File: src/rtl/core/aeske_pkg.sv
// Shared constants and functions for the AES-128 key expansion: S-box, xtime, widths.
package aeske_pkg;

  localparam int unsigned WORD_W  = 32;
  localparam int unsigned HALF_W  = 64;
  localparam int unsigned KEY_W   = 128;
  localparam int unsigned ROUND_W = 4;
  localparam logic [7:0]  RCON_FIRST = 8'h01;
  localparam logic [7:0]  GF_POLY    = 8'h1b;

  localparam logic [7:0] SBOX [256] = '{
    8'h63,8'h7c,8'h77,8'h7b,8'hf2,8'h6b,8'h6f,8'hc5,8'h30,8'h01,8'h67,8'h2b,8'hfe,8'hd7,8'hab,8'h76,
    8'hca,8'h82,8'hc9,8'h7d,8'hfa,8'h59,8'h47,8'hf0,8'had,8'hd4,8'ha2,8'haf,8'h9c,8'ha4,8'h72,8'hc0,
    8'hb7,8'hfd,8'h93,8'h26,8'h36,8'h3f,8'hf7,8'hcc,8'h34,8'ha5,8'he5,8'hf1,8'h71,8'hd8,8'h31,8'h15,
    8'h04,8'hc7,8'h23,8'hc3,8'h18,8'h96,8'h05,8'h9a,8'h07,8'h12,8'h80,8'he2,8'heb,8'h27,8'hb2,8'h75,
    8'h09,8'h83,8'h2c,8'h1a,8'h1b,8'h6e,8'h5a,8'ha0,8'h52,8'h3b,8'hd6,8'hb3,8'h29,8'he3,8'h2f,8'h84,
    8'h53,8'hd1,8'h00,8'hed,8'h20,8'hfc,8'hb1,8'h5b,8'h6a,8'hcb,8'hbe,8'h39,8'h4a,8'h4c,8'h58,8'hcf,
    8'hd0,8'hef,8'haa,8'hfb,8'h43,8'h4d,8'h33,8'h85,8'h45,8'hf9,8'h02,8'h7f,8'h50,8'h3c,8'h9f,8'ha8,
    8'h51,8'ha3,8'h40,8'h8f,8'h92,8'h9d,8'h38,8'hf5,8'hbc,8'hb6,8'hda,8'h21,8'h10,8'hff,8'hf3,8'hd2,
    8'hcd,8'h0c,8'h13,8'hec,8'h5f,8'h97,8'h44,8'h17,8'hc4,8'ha7,8'h7e,8'h3d,8'h64,8'h5d,8'h19,8'h73,
    8'h60,8'h81,8'h4f,8'hdc,8'h22,8'h2a,8'h90,8'h88,8'h46,8'hee,8'hb8,8'h14,8'hde,8'h5e,8'h0b,8'hdb,
    8'he0,8'h32,8'h3a,8'h0a,8'h49,8'h06,8'h24,8'h5c,8'hc2,8'hd3,8'hac,8'h62,8'h91,8'h95,8'he4,8'h79,
    8'he7,8'hc8,8'h37,8'h6d,8'h8d,8'hd5,8'h4e,8'ha9,8'h6c,8'h56,8'hf4,8'hea,8'h65,8'h7a,8'hae,8'h08,
    8'hba,8'h78,8'h25,8'h2e,8'h1c,8'ha6,8'hb4,8'hc6,8'he8,8'hdd,8'h74,8'h1f,8'h4b,8'hbd,8'h8b,8'h8a,
    8'h70,8'h3e,8'hb5,8'h66,8'h48,8'h03,8'hf6,8'h0e,8'h61,8'h35,8'h57,8'hb9,8'h86,8'hc1,8'h1d,8'h9e,
    8'he1,8'hf8,8'h98,8'h11,8'h69,8'hd9,8'h8e,8'h94,8'h9b,8'h1e,8'h87,8'he9,8'hce,8'h55,8'h28,8'hdf,
    8'h8c,8'ha1,8'h89,8'h0d,8'hbf,8'he6,8'h42,8'h68,8'h41,8'h99,8'h2d,8'h0f,8'hb0,8'h54,8'hbb,8'h16
  };

  // Double in GF(2^8), modulus x^8 + x^4 + x^3 + x + 1.
  function automatic logic [7:0] xtime(input logic [7:0] b);
    xtime = {b[6:0], 1'b0} ^ (b[7] ? GF_POLY : 8'h00);
  endfunction

  // Substitute each byte of a word through the S-box.
  function automatic logic [WORD_W-1:0] sub_word(input logic [WORD_W-1:0] w);
    sub_word = {SBOX[w[31:24]], SBOX[w[23:16]], SBOX[w[15:8]], SBOX[w[7:0]]};
  endfunction

endpackage

File: src/rtl/core/aeske_round.sv
// One AES-128 key schedule round: RotWord, SubWord, round constant and word chain.
module aeske_round (
  input  logic [aeske_pkg::KEY_W-1:0] key_i,
  input  logic [7:0]                  rcon_i,
  output logic [aeske_pkg::KEY_W-1:0] key_o
);
  import aeske_pkg::*;

  logic [WORD_W-1:0] w0, w1, w2, w3;
  logic [WORD_W-1:0] t;
  logic [WORD_W-1:0] n0, n1, n2, n3;

  assign {w0, w1, w2, w3} = key_i;

  // rotate left by one byte, substitute, fold in the round constant
  assign t  = sub_word({w3[23:0], w3[31:24]}) ^ {rcon_i, 24'h000000};
  assign n0 = w0 ^ t;
  assign n1 = w1 ^ n0;
  assign n2 = w2 ^ n1;
  assign n3 = w3 ^ n2;

  assign key_o = {n0, n1, n2, n3};

endmodule

File: src/rtl/core/aes128_key_expansion.sv
// Top level of the AES-128 key expansion: request capture, round sequencer, result registers.
// Round key 0 is shown the cycle after the request is taken, then one key per cycle.
// One request at a time: the single round unit is reused once per cycle on the previous
//   round key.
// busy falls with the last round key, so a new request may be taken while it is shown.
// Reset (rst_n low, synchronous) clears busy and the result strobe; key data is not reset.
module aes128_key_expansion #(
  parameter int unsigned NUM_ROUNDS = 10
) (
  input  logic                          clk,
  input  logic                          rst_n,
  input  logic                          start,
  output logic                          busy,
  input  logic [aeske_pkg::HALF_W-1:0]  in_key_high,
  input  logic [aeske_pkg::HALF_W-1:0]  in_key_low,
  output logic                          out_valid,
  output logic [aeske_pkg::HALF_W-1:0]  out_round_key_high,
  output logic [aeske_pkg::HALF_W-1:0]  out_round_key_low,
  output logic [aeske_pkg::ROUND_W-1:0] out_round_number,
  output logic                          out_last_round
);
  import aeske_pkg::*;

  localparam logic [ROUND_W-1:0] LAST_RND = ROUND_W'(NUM_ROUNDS);

  // The result register doubles as the working key: each round is built from the one shown.
  logic [KEY_W-1:0]   key_r,   key_nxt;
  logic [7:0]         rcon_r,  rcon_nxt;
  logic [ROUND_W-1:0] rnd_r,   rnd_nxt;
  logic               busy_r,  busy_nxt;
  logic               valid_r, valid_nxt;
  logic               last_r,  last_nxt;
  logic [KEY_W-1:0]   round_key;
  logic               accept;

  aeske_round u_round (
    .key_i  (key_r),
    .rcon_i (rcon_r),
    .key_o  (round_key)
  );

  assign accept = start && !busy_r;

  always_comb begin
    key_nxt   = key_r;
    rcon_nxt  = rcon_r;
    rnd_nxt   = rnd_r;
    busy_nxt  = busy_r;
    valid_nxt = 1'b0;
    last_nxt  = last_r;
    if (busy_r) begin
      // advance one round: take the round unit's result, step the constant
      key_nxt   = round_key;
      rcon_nxt  = xtime(rcon_r);
      rnd_nxt   = rnd_r + 1'b1;
      valid_nxt = 1'b1;
      last_nxt  = (rnd_nxt == LAST_RND);
      busy_nxt  = !last_nxt;
    end else if (accept) begin
      // show the cipher key itself as round 0 and arm the sequencer
      key_nxt   = {in_key_high, in_key_low};
      rcon_nxt  = RCON_FIRST;
      rnd_nxt   = '0;
      valid_nxt = 1'b1;
      last_nxt  = 1'b0;
      busy_nxt  = 1'b1;
    end
  end

  always_ff @(posedge clk) begin
    if (!rst_n) begin
      busy_r  <= 1'b0;
      valid_r <= 1'b0;
    end else begin
      busy_r  <= busy_nxt;
      valid_r <= valid_nxt;
    end
    key_r  <= key_nxt;
    rcon_r <= rcon_nxt;
    rnd_r  <= rnd_nxt;
    last_r <= last_nxt;
  end

  assign busy               = busy_r;
  assign out_valid          = valid_r;
  assign out_round_key_high = key_r[KEY_W-1:HALF_W];
  assign out_round_key_low  = key_r[HALF_W-1:0];
  assign out_round_number   = rnd_r;
  assign out_last_round     = last_r;

endmodule
File: config.mk
export PLATFORM = sky130hd
export DESIGN_NAME = aes128_key_expansion
export DESIGN_NICKNAME = d
export VERILOG_FILES = /design/src/rtl/core/aeske_pkg.sv /design/src/rtl/core/aeske_round.sv /design/src/rtl/core/aes128_key_expansion.sv
export SDC_FILE = /design/constraint.sdc
export NUM_CORES = 1
export LEC_CHECK = 0
export ABC_AREA = 1
export BUFFER_PORTS_ARGS = -buffer_cell sky130_fd_sc_hd__buf_4
export CAP_MARGIN = 20
export CELL_PAD_IN_SITES_DETAIL_PLACEMENT = 2
export CELL_PAD_IN_SITES_GLOBAL_PLACEMENT = 2
export CORE_MARGIN = 2
export CORE_UTILIZATION = 34
export DETAILED_ROUTE_END_ITERATION = 8
export PLACE_DENSITY = 0.93
export SYNTH_ARGS = -nofsm -noshare
export SYNTH_HDL_FRONTEND = slang
export SYNTH_SLANG_ARGS = --single-unit
export TNS_END_PERCENT = 5
File: constraint.sdc
create_clock -name clk -period 10 [get_ports clk]
set_input_delay 0.5 -clock clk [delete_from_list [all_inputs] [get_ports clk]]
set_output_delay 0.5 -clock clk [all_outputs]
set_load 0.01 [all_outputs]
## Word-level counts from Yosys, hierarchy flattened

Memories as Yosys holds them, arrays and structs flattened.
Index checks and enable logic that the tools add are counted.

| storage, ports and cells | value |
|---|---|
| register bits after elaboration | 143 |
| memory bits (read-only) | 8192 |
| input port bits | 131 |
| logic and storage cells | 50 |
| memories kept | 4 |

| operators by class | value |
|---|---|
| $add $sub $neg | 1 |
| $lt $le $gt $ge | 4 |
| equality and inequality tests | 1 |
| multiplexer cells | 20 |
| bitwise gates (word level) | 10 |
| reduce and logical (&&, ||, !) cells | 4 |

Memory list:

| memory | depth | bits a word | read ports | clocked after Yosys merged registers in | write ports | line | source |
|---|---|---|---|---|---|---|---|
| (no name shown) | 256 | 8 | 1 | 0 | 0 | aeske_pkg.sv:37 | `sub_word = {SBOX[w[31:24]], SBOX[w[23:16]], SBOX[w[15:8]], SBOX[w[7:0]]};` |
| (no name shown) | 256 | 8 | 1 | 0 | 0 | aeske_pkg.sv:37 |  |
| (no name shown) | 256 | 8 | 1 | 0 | 0 | aeske_pkg.sv:37 |  |
| (no name shown) | 256 | 8 | 1 | 0 | 0 | aeske_pkg.sv:37 |  |

Operators by type and width:

| kind | number |
|---|---|
| $mux 128 | 2 |
| $xor 32x32->32 | 5 |
| $mux 8 | 10 |
| $ge 9x9->1 const B | 4 |
| $not 8->9 | 4 |
| $mux 4 | 2 |
| $xor 8x5->8 | 1 |
| $mux 1 | 5 |
| $mux 5 | 1 |
| $add 4x1->4 const B | 1 |
| $eq 4x4->1 const B | 1 |
| $logic_not 1->1 | 2 |
| $reduce_bool 2->1 | 1 |
| $logic_and 1x1->1 | 1 |

## Longest topological paths before layout

| depth | value |
|---|---|
| depth after elaboration | 10 |
| depth in mapped cells | 23 |
| gate-level depth less buffers | 22 |

## Modules after synthesis

A second synthesis with hierarchy kept.

| second synthesis, totals | value |
|---|---|
| cell total of the unflattened synthesis | 3696 |
| area, all modules | 20737.4 um^2 |

By module, submodules not included:

| module | instances | cells an instance | area each (um^2) |
|---|---|---|---|
| aeske_round | 1 | 3105 | 14639.0 |
| aes128_key_expansion | 1 | 591 | 6098.3 |

## Worst setup path before layout

Ideal clock, no wire load.

| timing path | value |
|---|---|
| path type | register to register |
| from | register busy_r (netlist: busy) |
| to | register key_r[0] (enable) |
| arrival time | 3.141 ns |
| data required time | 8.800 ns |
| setup slack | 5.658 ns |
| stages on the path, launching flop included | 5 |
| buffers on the path | 2 |
| path through | dfxtp_1 > clkbuf_1 > inv_1 > clkbuf_1 > nand2_1 |

| on the way | value |
|---|---|
| word-level cells in the longest chain between the ends | 3 |

RTL lines:

| item | line | source |
|---|---|---|
| start, declared | aes128_key_expansion.sv:30 | `logic busy_r, busy_nxt;` |
| start signal, assigned | aes128_key_expansion.sv:75 | `busy_r <= busy_nxt;` |
| $logic_not 1->1 | aes128_key_expansion.sv:42 | `assign accept = start && !busy_r;` |
| $logic_and 1x1->1 | aes128_key_expansion.sv:42 |  |
| $reduce_bool 2->1 (no line) (*) | -- |  |
| end signal, assigned | aes128_key_expansion.sv:78 | `key_r <= key_nxt;` |
| end, declared | aes128_key_expansion.sv:27 | `logic [KEY_W-1:0] key_r, key_nxt;` |

Mark *: on every way between the ends. The rest lies on a longest branch, timed or not.
A chain may end at the register's enable or synchronous reset.

## Worst setup path in the final report

| timing path | value |
|---|---|
| from | register key_r[25] |
| to | register key_r[3], data pin |

| on the way | value |
|---|---|
| word-level cells in the longest chain between the ends | 10 |

RTL lines:

| item | line | source |
|---|---|---|
| $not 8->9 (not written as such) | aeske_pkg.sv:37 |  |
| $mem_v2 256x8 | -- |  |
| $mux 8 (not written as such) (2 in a row) | aeske_pkg.sv:37 |  |
| $xor 32x32->32 | aeske_round.sv:16 | `assign t = sub_word({w3[23:0], w3[31:24]}) ^ {rcon_i, 24'h000000};` |
| $xor 32x32->32 | aeske_round.sv:17 | `assign n0 = w0 ^ t;` |
| $xor 32x32->32 | aeske_round.sv:18 | `assign n1 = w1 ^ n0;` |
| $xor 32x32->32 | aeske_round.sv:19 | `assign n2 = w2 ^ n1;` |
| $xor 32x32->32 | aeske_round.sv:20 | `assign n3 = w3 ^ n2;` |
| $mux 128 | aes128_key_expansion.sv:51 | `if (busy_r) begin` |
| named net key_nxt[3] | aes128_key_expansion.sv:27 |  |

The timed path passes the listed nets, and every way through them passes these cells. The select of a mux whose other input is x is not followed.

==> impl_metrics.env <==
export IMPL_die_area_sq_mm=0.0607
export IMPL_critPathLaunchType="register"
export IMPL_first_pass_iters=6
export IMPL_fin_crit_sh_pct=42.5
export IMPL_syn_num_nets=3662
export IMPL_yosysTopAreaCell="nand3_1"
export IMPL_maxSlewViolCount=0
export IMPL_layout_commonest_cell="nand3_1"
export IMPL_wl_per_cell_um=27.9
export IMPL_synth_xor_area_share_pct=0.570
export IMPL_fin_hold_ws_ns=0.258
export IMPL_synth_adder_area_share_pct=3.88
export IMPL_cp_required_ns=10.25
export IMPL_clkLatencyLatePin_ns=0.51
export IMPL_drive_gt1_share_pct=11.3
export IMPL_io_pins=266
export IMPL_cts_max_level=4
export IMPL_worst_pin_slew_ns=1.14
export IMPL_fin_crit_ns=4.25
export IMPL_clk_pin_slew_ns=0.07
export IMPL_synth_top_area_share_pct=25.8
export IMPL_cts_setup_buffers=0
export IMPL_switchingPower_mw=3.42
export IMPL_utilization_pct=39.2
export IMPL_die_y_um=246
export IMPL_synthTopCellsByArea="nand3_1, edfxtp_1, nand2_1"
export IMPL_worstPathMaxFanout=16
export IMPL_grt_usage_pct=38.9
export IMPL_rsz0062_at_grt="false"
export IMPL_pwr_share_clk_pct=12.3
export IMPL_ys_ff_latch=143
export IMPL_hold_path_class="primary input to register"
export IMPL_place_gp_congestion=1.05
export IMPL_comb_power_share_pct=70.8
export IMPL_finalHoldViolCount=0
export IMPL_cts_resized=0
export IMPL_synth_top_family_by_area="simple AND/OR/NAND/NOR gates"
export IMPL_cts_buffers_inserted=17
export IMPL_p_leak_nw=11.1
export IMPL_grt_use_met2_pct=62.0
export IMPL_grt_max_degree=194
export IMPL_status="finished, final reports clean"
export IMPL_start_util_pct=34.5
export IMPL_vias_per_cell=6.38
export IMPL_area_delta_synth_final_pct=13.6
export IMPL_dieWidth_um=246
export IMPL_via_count=27800
export IMPL_skew_ns=0.0173
export IMPL_power_internal_mw=2.29
export IMPL_remaining_drc_errors=0
export IMPL_setup_tns_ns=0
export IMPL_antenna_found_initial=9
export IMPL_setup_viol=0
export IMPL_yosysSeqAreaShare_pct=21.4
export IMPL_synthSimpleGateAreaFrac_pct=53.9
export IMPL_use_met3_pct=7.24
export IMPL_grt_pass1_vias=28700
export IMPL_synth_avg_cell_area_sq_um=5.76
export IMPL_synth_mux_area_share_pct=0
export IMPL_crit_path_end_kind="register"
export IMPL_slew_headroom_pct=23.8
export IMPL_grt_pass1_wl_um=180000
export IMPL_grt_busiest_layer="met2"
export IMPL_cts_root_buf="clkbuf_16"
export IMPL_rows=88
export IMPL_yosysWarnings=0
export IMPL_drtAntennaViolNets=0
export IMPL_cts_buffer_depth=2
export IMPL_p_sw_share_pct=59.9
export IMPL_dpl_cell_count=4313
export IMPL_max_freq_ghz=0.235
export IMPL_core_sq_mm=0.0579
export IMPL_final_cell_mix="nand3_1, nand2_1, buf_4"
export IMPL_cts_sinks=143
export IMPL_postSynthCellCount=3469
export IMPL_cts_tree="built"
export IMPL_drv_cap=0
export IMPL_vdd_ir_drop_max_uv=155
export IMPL_final_cell_count_no_fill=4351
export IMPL_netlist_area_sq_mm=0.0200
export IMPL_crit_type="register to register"
export IMPL_overflow=0
export IMPL_use_met1_pct=48.8
export IMPL_seqPwrFrac_pct=16.9
export IMPL_synth_cell_types=38
export IMPL_postCtsHoldBufs=0
export IMPL_synth_compound_area_share_pct=10.3
export IMPL_post_dp_hpwl_um=88800
export IMPL_nets=3760
export IMPL_portBuffers=265
export IMPL_p_per_area_mw_per_mm2=252
export IMPL_wirelength_um=121000
export IMPL_crit_arrival_ns=4.50
export IMPL_drt_iter0_drc=2976
## stage by stage
| stage | instance area (sq um) | setup slack [ns] | total power, mW |
|---|---|---|---|
| 2_1_floorplan | 20000 | 5.66 | 3.42 |
| 5_1_grt | 22700 | 5.58 | 6.02 |
| 4_1_cts | 22700 | 5.89 | 5.57 |
| 3_5_place_dp | 22100 | 5.91 | 4.83 |
| 3_3_place_gp | 22100 | 6.14 | 4.63 |
| 6_report | 22700 | 5.75 | 5.71 |
## cells in the mapped netlist
cell type	instances
nor2_2	16
o211ai_1	56
buf_4	22
and3_1	1
o2111ai_1	1
a21oi_1	106
inv_2	12
nand2_1	1028
nand4_1	34
a21oi_2	1
xor2_1	8
buf_2	78
nand3_1	1029
o21a_1	2
nor2_1	279
buf_6	14
nand2_4	2
buf_1	34
nand3b_1	16
inv_4	6
a31oi_1	78
clkbuf_1	73
o21ai_0	96
and2_1	1
inv_1	209
or2_2	2
o21ai_2	1
nand3_2	4
nor2_4	2
xnor2_1	5
ha_1	62
o21ai_1	17
edfxtp_1	141
clkinv_1	1
nor3_1	2
dfxtp_1	2
nand2_2	25
o22ai_1	3
## cell families after synthesis
kind of cell	count (synthesis)
AOI/OAI and AO/OA	361
xor gates and xnor gates	13
adders and majority gates	62
buffers and inverters	449
DFF	143
and+or+nand+nor	2441
## worst max-delay path: stages, from the launching register on
cell and delay, ns:
edfxtp_1 0.78, inv_1 0.45, ha_1 0.50, nor2_2 0.37
inv_1 0.18, nand2_1 0.17, nor2_1 0.06, o21ai_0 0.18
nand3_1 0.11, nand3_1 0.16, nand3_1 0.16, nand3_1 0.17
nand3_1 0.13, nand3_1 0.15, nand3_1 0.17, nand2_1 0.17
nand2_1 0.07
## worst paths after layout
check | from | endpoint | slack (ns) | cells past startpoint
setup / recovery | key_r[25]$_DFFE_PP_ | key_r[3]$_DFFE_PP_ | 5.75 | 16
hold / removal | rst_n | out_valid$_SDFF_PN0_ | 0.26 | 3
setup reg to reg | key_r[25]$_DFFE_PP_ | key_r[3]$_DFFE_PP_ | 5.75 | 16
hold reg to reg | rcon_r[6]$_SDFFCE_PN0P_ | rcon_r[7]$_SDFFCE_PN0P_ | 0.57 | 2
## layout make-up
type	instances	area [sq um]
diodes	7	17.5
clock buffers	18	429
clock inverters	13	148
fillers	7355	35200
inverters	228	871
multi-input cells	2877	13700
flip-flops and latches	143	4280
well taps	765	957
repair buffers	300	2260
## registers in the layout, indices dropped and copies added, names as in the netlist
name	flops
busy	1
rcon_r	8
out_last_round	1
out_round_number	4
key_r	128
out_valid	1
## layer usage
| metal | wire [um] | part of all wire, % |
|---|---|---|
| met1 | 48200 | 40 |
| met2 | 55200 | 46 |
| met5 | 8 | 0.0066 |
| met4 | 7420 | 6.1 |
| met3 | 10400 | 8.6 |
## power by group through the flow
stage | sequential (mW) | combinational, mW | clock (mW)
3_3_place_gp | 0.950 | 3.68 | 0
5_1_grt | 0.974 | 4.32 | 0.724
6_report | 0.963 | 4.04 | 0.705
2_1_floorplan | 0.957 | 2.47 | 0
4_1_cts | 0.958 | 3.90 | 0.712
3_5_place_dp | 0.968 | 3.86 | 0
Note: power is estimated with default switching activity, not from simulation.
